### config.mk
export PLATFORM = sky130hd
export DESIGN_NAME = json_string_unescaper
export DESIGN_NICKNAME = d
export VERILOG_FILES = /design/src/rtl/jsu_pkg.sv /design/src/rtl/jsu_front.sv /design/src/rtl/jsu_fifo.sv /design/src/rtl/jsu_back.sv /design/src/rtl/json_string_unescaper.sv
export SDC_FILE = /design/constraint.sdc
export NUM_CORES = 1
export LEC_CHECK = 0
export ABC_AREA = 1
export BUFFER_PORTS_ARGS = -buffer_cell sky130_fd_sc_hd__buf_4
export CAP_MARGIN = 20
export CELL_PAD_IN_SITES_DETAIL_PLACEMENT = 1
export CELL_PAD_IN_SITES_GLOBAL_PLACEMENT = 2
export CORE_UTILIZATION = 40
export CTS_BUF_LIST = sky130_fd_sc_hd__clkbuf_4 sky130_fd_sc_hd__clkbuf_8
export DETAILED_ROUTE_END_ITERATION = 8
export PLACE_DENSITY = 0.82
export SLEW_MARGIN = 5
export SYNTH_ARGS = -nofsm -noshare
export SYNTH_HDL_FRONTEND = slang
export SYNTH_SLANG_ARGS = --single-unit
### constraint.sdc
create_clock -name clk -period 2.7 [get_ports clk]
set_input_delay 0.405 -clock clk [delete_from_list [all_inputs] [get_ports clk]]
set_output_delay 0.405 -clock clk [all_outputs]
set_load 0.05 [all_outputs]
### src/rtl/jsu_pkg.sv
// Shared types and constants for the JSON string unescaper.
// Holds the character codes, phase and error codes, and the classified beat type.
// Depends on nothing; every other file imports it.
`default_nettype none

package jsu_pkg;

	// Character codes seen in escaped string bodies.
	localparam logic [7:0] CH_BSLASH = 8'h5C;
	localparam logic [7:0] CH_QUOTE  = 8'h22;
	localparam logic [7:0] CH_SLASH  = 8'h2F;
	localparam logic [7:0] CH_LC_B   = 8'h62;
	localparam logic [7:0] CH_LC_T   = 8'h74;
	localparam logic [7:0] CH_LC_N   = 8'h6E;
	localparam logic [7:0] CH_LC_F   = 8'h66;
	localparam logic [7:0] CH_LC_R   = 8'h72;
	localparam logic [7:0] CH_LC_U   = 8'h75;
	localparam logic [7:0] CH_BS     = 8'h08;
	localparam logic [7:0] CH_TAB    = 8'h09;
	localparam logic [7:0] CH_LF     = 8'h0A;
	localparam logic [7:0] CH_FF     = 8'h0C;
	localparam logic [7:0] CH_CR     = 8'h0D;

	// Escape phase codes.
	localparam logic [2:0] PH_NORMAL = 3'd0;
	localparam logic [2:0] PH_ESCAPE = 3'd1;
	localparam logic [2:0] PH_HEX1   = 3'd2;
	localparam logic [2:0] PH_HEX2   = 3'd3;
	localparam logic [2:0] PH_HEX3   = 3'd4;
	localparam logic [2:0] PH_HEX4   = 3'd5;

	// Sticky error codes, reported as status.
	localparam logic [1:0] ERR_NONE   = 2'd0;
	localparam logic [1:0] ERR_TRUNC  = 2'd1;
	localparam logic [1:0] ERR_BADESC = 2'd2;

	// Unicode escape limits.
	localparam logic [15:0] HEX_LIMIT = 16'h0020;
	localparam logic [15:0] HEX_BAD   = 16'hFFFF;

	// Queue between the classifier and the decoder.
	localparam int unsigned FIFO_DEPTH = 4;
	localparam int unsigned PTR_W      = $clog2(FIFO_DEPTH);
	localparam int unsigned CNT_W      = $clog2(FIFO_DEPTH + 1);

	// One input beat after classification.
	typedef struct packed {
		logic [7:0] data;      // raw byte
		logic       last;      // final byte of the string
		logic       bslash;    // byte is a backslash
		logic       esc_hit;   // byte names a one-byte escape
		logic [7:0] esc_byte;  // byte that escape stands for
		logic       esc_u;     // byte opens a unicode escape
		logic       hex_ok;    // byte is a hex digit
		logic [3:0] hex_digit; // value of that digit
	} jsu_item_t;

endpackage

`default_nettype wire

### src/rtl/jsu_front.sv
// Front end of the unescaper: classifies each accepted byte for the decoder.
// Depends on jsu_pkg.
`default_nettype none

module jsu_front
	import jsu_pkg::*;
(
	input  wire logic [7:0] in_byte,
	input  wire logic       in_last,
	output jsu_item_t       item
);

	// Decode escape letters and hex digits in parallel.
	always_comb begin
		item           = '0;
		item.data      = in_byte;
		item.last      = in_last;
		item.bslash    = (in_byte == CH_BSLASH);
		item.esc_u     = (in_byte == CH_LC_U);
		item.esc_hit   = 1'b1;
		item.esc_byte  = in_byte;
		case (in_byte)
			CH_QUOTE, CH_BSLASH, CH_SLASH: item.esc_byte = in_byte;
			CH_LC_B: item.esc_byte = CH_BS;
			CH_LC_T: item.esc_byte = CH_TAB;
			CH_LC_N: item.esc_byte = CH_LF;
			CH_LC_F: item.esc_byte = CH_FF;
			CH_LC_R: item.esc_byte = CH_CR;
			default: item.esc_hit  = 1'b0;
		endcase

		item.hex_ok    = 1'b1;
		item.hex_digit = 4'd0;
		if (in_byte inside {[8'h30:8'h39]}) begin
			item.hex_digit = 4'(in_byte - 8'h30);
		end else if (in_byte inside {[8'h61:8'h66]}) begin
			item.hex_digit = 4'(in_byte - 8'h57);
		end else if (in_byte inside {[8'h41:8'h46]}) begin
			item.hex_digit = 4'(in_byte - 8'h37);
		end else begin
			item.hex_ok    = 1'b0;
		end
	end

endmodule

`default_nettype wire

### src/rtl/jsu_fifo.sv
// Short queue of classified beats between the front end and the decoder.
// Depends on jsu_pkg for the item type and depth.
`default_nettype none

module jsu_fifo
	import jsu_pkg::*;
(
	input  wire logic      clk,
	input  wire logic      arst_n,
	input  wire logic      push,
	input  wire jsu_item_t push_item,
	output logic           full,
	input  wire logic      pop,
	output jsu_item_t      pop_item,
	output logic           empty
);

	jsu_item_t             mem [FIFO_DEPTH];
	logic [PTR_W-1:0]      wr_ptr_q;
	logic [PTR_W-1:0]      rd_ptr_q;
	logic [CNT_W-1:0]      count_q;

	assign full     = (count_q == CNT_W'(FIFO_DEPTH));
	assign empty    = (count_q == '0);
	assign pop_item = mem[rd_ptr_q];

	// Storage is written only on a push.
	always_ff @(posedge clk) begin
		if (push) begin
			mem[wr_ptr_q] <= push_item;
		end
	end

	// Pointers and fill count.
	always_ff @(posedge clk or negedge arst_n) begin
		if (!arst_n) begin
			wr_ptr_q <= '0;
			rd_ptr_q <= '0;
			count_q  <= '0;
		end else begin
			if (push) begin
				wr_ptr_q <= PTR_W'(wr_ptr_q + 1'b1);
			end
			if (pop) begin
				rd_ptr_q <= PTR_W'(rd_ptr_q + 1'b1);
			end
			if (push && !pop) begin
				count_q <= CNT_W'(count_q + 1'b1);
			end else if (pop && !push) begin
				count_q <= CNT_W'(count_q - 1'b1);
			end
		end
	end

endmodule

`default_nettype wire

### src/rtl/jsu_back.sv
// Back end of the unescaper: runs the escape state machine and drives the result register.
// Depends on jsu_pkg.
`default_nettype none

module jsu_back
	import jsu_pkg::*;
(
	input  wire logic       clk,
	input  wire logic       arst_n,
	input  wire logic       item_avail,
	input  wire jsu_item_t  item,
	output logic            item_pop,
	output logic            m_tvalid,
	input  wire logic       m_tready,
	output logic [7:0]      m_tdata,  // out_byte
	output logic [2:0]      m_tuser,  // [0] out_valid, [2:1] status
	output logic            m_tlast   // string_done
);

	logic [2:0]  phase_q;
	logic [15:0] hex_q;
	logic [1:0]  err_q;
	logic        m_valid_q;
	logic [7:0]  obyte_q;
	logic        ovalid_q;
	logic [1:0]  status_q;
	logic        done_q;

	logic [2:0]  ph_n;
	logic [15:0] acc_n;
	logic [1:0]  err_n;
	logic        val_n;
	logic [7:0]  ob_n;

	// The result register frees up when empty or when its beat is taken.
	assign item_pop = item_avail && (!m_valid_q || m_tready);

	// Next state and result for the beat at the head of the queue.
	always_comb begin
		ph_n  = phase_q;
		acc_n = hex_q;
		err_n = err_q;
		val_n = 1'b0;
		ob_n  = 8'd0;
		case (phase_q)
			PH_NORMAL: begin
				if (item.bslash) begin
					ph_n = PH_ESCAPE;
				end else begin
					ob_n  = item.data;
					val_n = 1'b1;
				end
			end
			PH_ESCAPE: begin
				ph_n = PH_NORMAL;
				if (item.esc_hit) begin
					ob_n  = item.esc_byte;
					val_n = 1'b1;
				end else if (item.esc_u) begin
					ph_n  = PH_HEX1;
					acc_n = 16'd0;
				end
			end
			PH_HEX1, PH_HEX2, PH_HEX3, PH_HEX4: begin
				if (!item.hex_ok || hex_q == HEX_BAD) begin
					acc_n = HEX_BAD;
				end else begin
					acc_n = {hex_q[11:0], item.hex_digit};
				end
				if (phase_q == PH_HEX4) begin
					ph_n = PH_NORMAL;
					if (acc_n > HEX_LIMIT) begin
						if (err_q == ERR_NONE) begin
							err_n = ERR_BADESC;
						end
					end else begin
						ob_n  = acc_n[7:0];
						val_n = 1'b1;
					end
					acc_n = 16'd0;
				end else begin
					ph_n = 3'(phase_q + 1'b1);
				end
			end
			default: ph_n = PH_NORMAL;
		endcase

		// An escape left open at the end of the string is a truncation.
		if (item.last && ph_n != PH_NORMAL && err_n == ERR_NONE) begin
			err_n = ERR_TRUNC;
		end

		// A pending error mutes the output.
		if (err_n != ERR_NONE) begin
			val_n = 1'b0;
			ob_n  = 8'd0;
		end
	end

	// Decoder state; the end of a string returns it to reset values.
	always_ff @(posedge clk or negedge arst_n) begin
		if (!arst_n) begin
			phase_q <= PH_NORMAL;
			hex_q   <= 16'd0;
			err_q   <= ERR_NONE;
		end else if (item_pop) begin
			if (item.last) begin
				phase_q <= PH_NORMAL;
				hex_q   <= 16'd0;
				err_q   <= ERR_NONE;
			end else begin
				phase_q <= ph_n;
				hex_q   <= acc_n;
				err_q   <= err_n;
			end
		end
	end

	// Output valid flag.
	always_ff @(posedge clk or negedge arst_n) begin
		if (!arst_n) begin
			m_valid_q <= 1'b0;
		end else if (item_pop) begin
			m_valid_q <= 1'b1;
		end else if (m_tready) begin
			m_valid_q <= 1'b0;
		end
	end

	// Output payload.
	always_ff @(posedge clk) begin
		if (item_pop) begin
			obyte_q  <= ob_n;
			ovalid_q <= val_n;
			status_q <= err_n;
			done_q   <= item.last;
		end
	end

	assign m_tvalid = m_valid_q;
	assign m_tdata  = obyte_q;
	assign m_tuser  = {status_q, ovalid_q};
	assign m_tlast  = done_q;

endmodule

`default_nettype wire

### src/rtl/json_string_unescaper.sv
// JSON string body unescaper: one byte in, one result beat out.
// An accepted byte is written into the queue, then popped by the decoder into the result register on the master side.
// Throughput: one byte per cycle while the queue has room and the master side does not stall.
// A four-beat queue lets the input side run ahead while the output stalls.
// Reset (arst_n low) empties the queue and returns the decoder to normal, no error.
`default_nettype none

module json_string_unescaper
	import jsu_pkg::*;
(
	input  wire logic       clk,
	input  wire logic       arst_n,
	input  wire logic       s_tvalid,
	output logic            s_tready,
	input  wire logic [7:0] s_tdata,  // in_byte
	input  wire logic       s_tlast,  // is_last
	output logic            m_tvalid,
	input  wire logic       m_tready,
	output logic [7:0]      m_tdata,  // out_byte
	output logic [2:0]      m_tuser,  // [0] out_valid, [2:1] status
	output logic            m_tlast   // string_done
);

	jsu_item_t cls_item;
	jsu_item_t head_item;
	logic      fifo_full;
	logic      fifo_empty;
	logic      fifo_pop;
	logic      fifo_push;

	assign s_tready  = !fifo_full;
	assign fifo_push = s_tvalid && !fifo_full;

	// Classify incoming bytes.
	jsu_front u_front (
		.in_byte (s_tdata),
		.in_last (s_tlast),
		.item    (cls_item)
	);

	// Queue between classifier and decoder.
	jsu_fifo u_fifo (
		.clk       (clk),
		.arst_n    (arst_n),
		.push      (fifo_push),
		.push_item (cls_item),
		.full      (fifo_full),
		.pop       (fifo_pop),
		.pop_item  (head_item),
		.empty     (fifo_empty)
	);

	// Escape decoder and result register.
	jsu_back u_back (
		.clk        (clk),
		.arst_n     (arst_n),
		.item_avail (!fifo_empty),
		.item       (head_item),
		.item_pop   (fifo_pop),
		.m_tvalid   (m_tvalid),
		.m_tready   (m_tready),
		.m_tdata    (m_tdata),
		.m_tuser    (m_tuser),
		.m_tlast    (m_tlast)
	);

	// A decoded byte never goes out alongside an error.
	a_valid_no_err: assert property (@(posedge clk) disable iff (!arst_n)
		m_tvalid && m_tuser[0] |-> m_tuser[2:1] == ERR_NONE)
		else $error("decoded byte delivered with an error status");

	// Status is one of the three defined codes.
	a_status_code: assert property (@(posedge clk) disable iff (!arst_n)
		m_tvalid |-> (m_tuser[2:1] == ERR_NONE || m_tuser[2:1] == ERR_TRUNC ||
			m_tuser[2:1] == ERR_BADESC))
		else $error("undefined status code");

	// Beats without a decoded byte carry a zero byte.
	a_zero_byte: assert property (@(posedge clk) disable iff (!arst_n)
		m_tvalid && !m_tuser[0] |-> m_tdata == 8'd0)
		else $error("non-zero byte on a beat without output");

	// Truncation is only reported on the final beat of a string.
	a_trunc_last: assert property (@(posedge clk) disable iff (!arst_n)
		m_tvalid && m_tuser[2:1] == ERR_TRUNC |-> m_tlast)
		else $error("truncation status before end of string");

endmodule

`default_nettype wire
==> flow_summary_export.csv <==
group,metric,value,unit
status,status,"finished clean",
logic_synthesis,netlist_instances,613,
timing,worst_pin_slew,0.813,ns
logic_synthesis,synth-seq-area-share,63.7,%
routing,firstDrtPassIters,5,
worst_hold_path,min_from,"m_tready",
timing,timing.final.crit_share,84.0,%
setup_path,crit_family,"simple AND/OR/NAND/NOR gates",
global_route,grt_max_degree,33,
timing,drv_slew,0,
clock_tree,clkSlewWorstSetupHoldPaths,0.09,ns
floorplan,dieArea,16600,um2
global_route,grt.overflow.total,0,
floorplan,ioPinCount,27,
global_route,grt_pass1_wl,24300,um
power,power_density,1080,nW/um2
setup_path,slowest_delay,0.48,ns
layout,diodes,0,
layout,mostFrequentLayoutCells,"edfxtp_1, nor2_1, nand2_1, inv_1, o21ai_0",
global_route,track_usage,19.6,%
placed_design,place_congestion,0.851,
routing,wirelength,14900,um
logic_synthesis,synth_top_area_share,52.4,%
placed_design,hpwl,10200,um
setup_path,critical_path.reg2reg.startpoint,"u_fifo.rd_ptr_q[0]",
floorplan,start_util,41.6,%
logic_synthesis,syn_nets,638,
logic_synthesis,ys_ff_latch,141,
placed_design,numPortBuffers,26,
setup_path,crit_required,3.01,ns
logic_synthesis,yosys_warnings,0,
floorplan,die_h,129,um
layout,final_common_cell,"edfxtp_1",
clock_tree,worstSkewPairLatency,0.45,ns
layout,layout.nets,674,
clock_tree,cts_buffers,17,
setup_path,worstRegToRegCells,10,
setup_path,cp_cell_sequence,"inv_4, buf_4, nand2_1, nand3_1, nand2_1, nor2_2, a21oi_1, nand2_1, inv_1, nor2_1",
setup_path,cp.arrival,2.57,ns
clock_tree,htree_num_levels,4,
job,maxCapViolCount,0,
placed_design,dp_slack,0.161,ns
routing,vias_per_cell,5.07,
layout,drive_gt1_share,14.4,%
clock_tree,clockBufferDepth,2,
routing,drtIter0Drc,251,
timing,relSlewSlack,45.3,%
timing,skew,0.0104,ns
timing,setup_violations,0,
setup_path,cp_slowest_cell,"dfrtp_1",
routing,ant_nets,0,
setup_path,cp-end-kind,"register",
layout,areaGrowthSynthToFinish,12.5,%
logic_synthesis,yosys-top-cells-area,"edfxtp_1, dfrtp_1, nor2_1",
clock_tree,cts.sinks,141,
clock_tree,cts-root-buf,"clkbuf_8",
floorplan,core_area,15400,um2
worst_hold_path,hold_depth,2,
routing,wire_per_inst,17.1,um
timing,period_minus_slack,2.27,ns
power,ir_drop,0.000428,V
setup_path,cp_common_cell,"nand2_1",
routing,vias,4429,
setup_path,worst_r2r_endpoint,"u_back.m_tdata[1]",
timing,rsz0062_at_grt,"no",
setup_path,regToRegSetupSlack,0.43,ns
routing,drc_errors,0,
worst_hold_path,holdCritPathClass,"input pin to register",
worst_hold_path,worstHoldEndpoint,"u_back.m_tvalid",
logic_synthesis,synth_cell_types,40,
timing,final-hold-violation-count,0,
global_route,grt_antenna_before_repair,0,
layout,fillers,1722,
timing,setup_ws,0.433,ns
clock_tree,cts_tree,"yes",
setup_path,crit_buf_inv,3,
floorplan,die_x,129,um
floorplan,num_rows,45,
setup_path,criticalPathCategory,"register to register",
logic_synthesis,yosys.area.top_type,"edfxtp_1",
power,p_leak,2.89,nW
setup_path,crit_path_start_kind,"register",
timing,clock.fmax,441,MHz
logic_synthesis,synth_area_per_cell,10.5,um2
timing,setup_tns,0,ns
logic_synthesis,synth_area,6420,um2
global_route,grt_pass1_vias,4621,
setup_path,crit_fanout,32,
cells by family after synthesis:
group | share of synthesized area (%)
XOR/XNOR | 0.546
buffers and inverters | 6.75
flip-flops | 63.7
AO/OA/AOI/OAI | 10.3
AND/OR/NAND/NOR | 16.3
adder cells (fa/ha/maj) | 2.46
cell usage after synthesis (all sizes together):
cell,n
nand3b,1
o221ai,1
inv,77
edfxtp,112
ha,11
o22ai,11
nand4,13
nor4,1
nor3,2
xor2,3
nor2,99
and2,1
nand2,86
o21ai,67
a21oi,24
or2,2
dfrtp,29
xnor2,1
buf,15
o31ai,1
fa,1
o211ai,9
nand3,34
a31oi,4
clkbuf,8
report_power, final:
part / leakage (nW) / total [W] / internal [W] / switching, W
combinational: 1.26 / 0.00320 / 0.000901 / 0.00230
sequential: 1.45 / 0.00307 / 0.00290 / 0.000164
clock: 0.179 / 0.00155 / 0.000666 / 0.000888
total: 2.89 / 0.00782 / 0.00447 / 0.00335
sequential cells by signal, indices dropped and copies added (netlist names):
| signal | count |
|---|---|
| u_back.err_q | 2 |
| u_back.hex_q | 16 |
| u_back.m_tdata | 8 |
| u_back.m_tlast | 1 |
| u_back.m_tvalid | 1 |
| u_back.ovalid_q | 1 |
| u_back.phase_q | 3 |
| u_back.status_q | 2 |
| u_fifo.count_q | 3 |
| u_fifo.mem | 100 |
| u_fifo.rd_ptr_q | 2 |
| u_fifo.wr_ptr_q | 2 |
stage by stage:
stage / util (%) / total power, W / instance area [um2] / hold slack [ns] / cells
after floorplan: - / 0.00540 / 6420 / 0.109 / 613
after global placement: 44.3 / 0.00623 / 6840 / 0.363 / 840
after detailed placement: 44.3 / 0.00634 / 6840 / 0.371 / 840
after CTS: 46.8 / 0.00791 / 7220 / 0.107 / 873
after global routing: 46.8 / 0.00835 / 7220 / 0.124 / 873
final: 46.8 / 0.00782 / 7220 / 0.140 / 873
repair_timing:
item	4_1_cts	5_1_grt
hold buffers	1	0
endpoints found under the setup margin	0	3
hold endpoints to repair	29	0
resized for setup	0	1
buffers inserted	0	0
worst max path at each step:
stage,start,to,slack (ns),cells after the start
final,u_fifo.rd_ptr_q[0],u_back.m_tdata[1],0.43,10
after global routing,u_fifo.rd_ptr_q[0],u_back.m_tdata[1],0.16,10
after CTS,u_fifo.rd_ptr_q[0],u_back.m_tdata[1],0.13,10
after detailed placement,u_fifo.rd_ptr_q[0],u_back.m_tdata[1],0.16,10
after global placement,u_fifo.rd_ptr_q[0],u_back.m_tdata[0],0.23,10
after floorplan,u_fifo.count_q[0],u_fifo.mem[0][0],0.05,4
layout make-up:
type | count | area (um2) | share of cell area (%)
multi-input cells | 372 | 1910 | 26.4
inverters | 77 | 292 | 4.04
repair buffers | 40 | 303 | 4.19
well taps | 211 | 264 | 3.66
clock buffers | 17 | 234 | 3.24
clock inverters | 15 | 131 | 1.82
flip-flops and latches | 141 | 4090 | 56.6
routing by layer:
metal  up-vias  global-route usage, %  wire length [um]
li1       2165                      -                 -
met1      2182                   24.6              6930
met2        72                   34.1              7430
met3        10                   4.24               461
met4         0                   5.33               118
met5         -                      0                 0
Power figures use the tool's default switching activity.
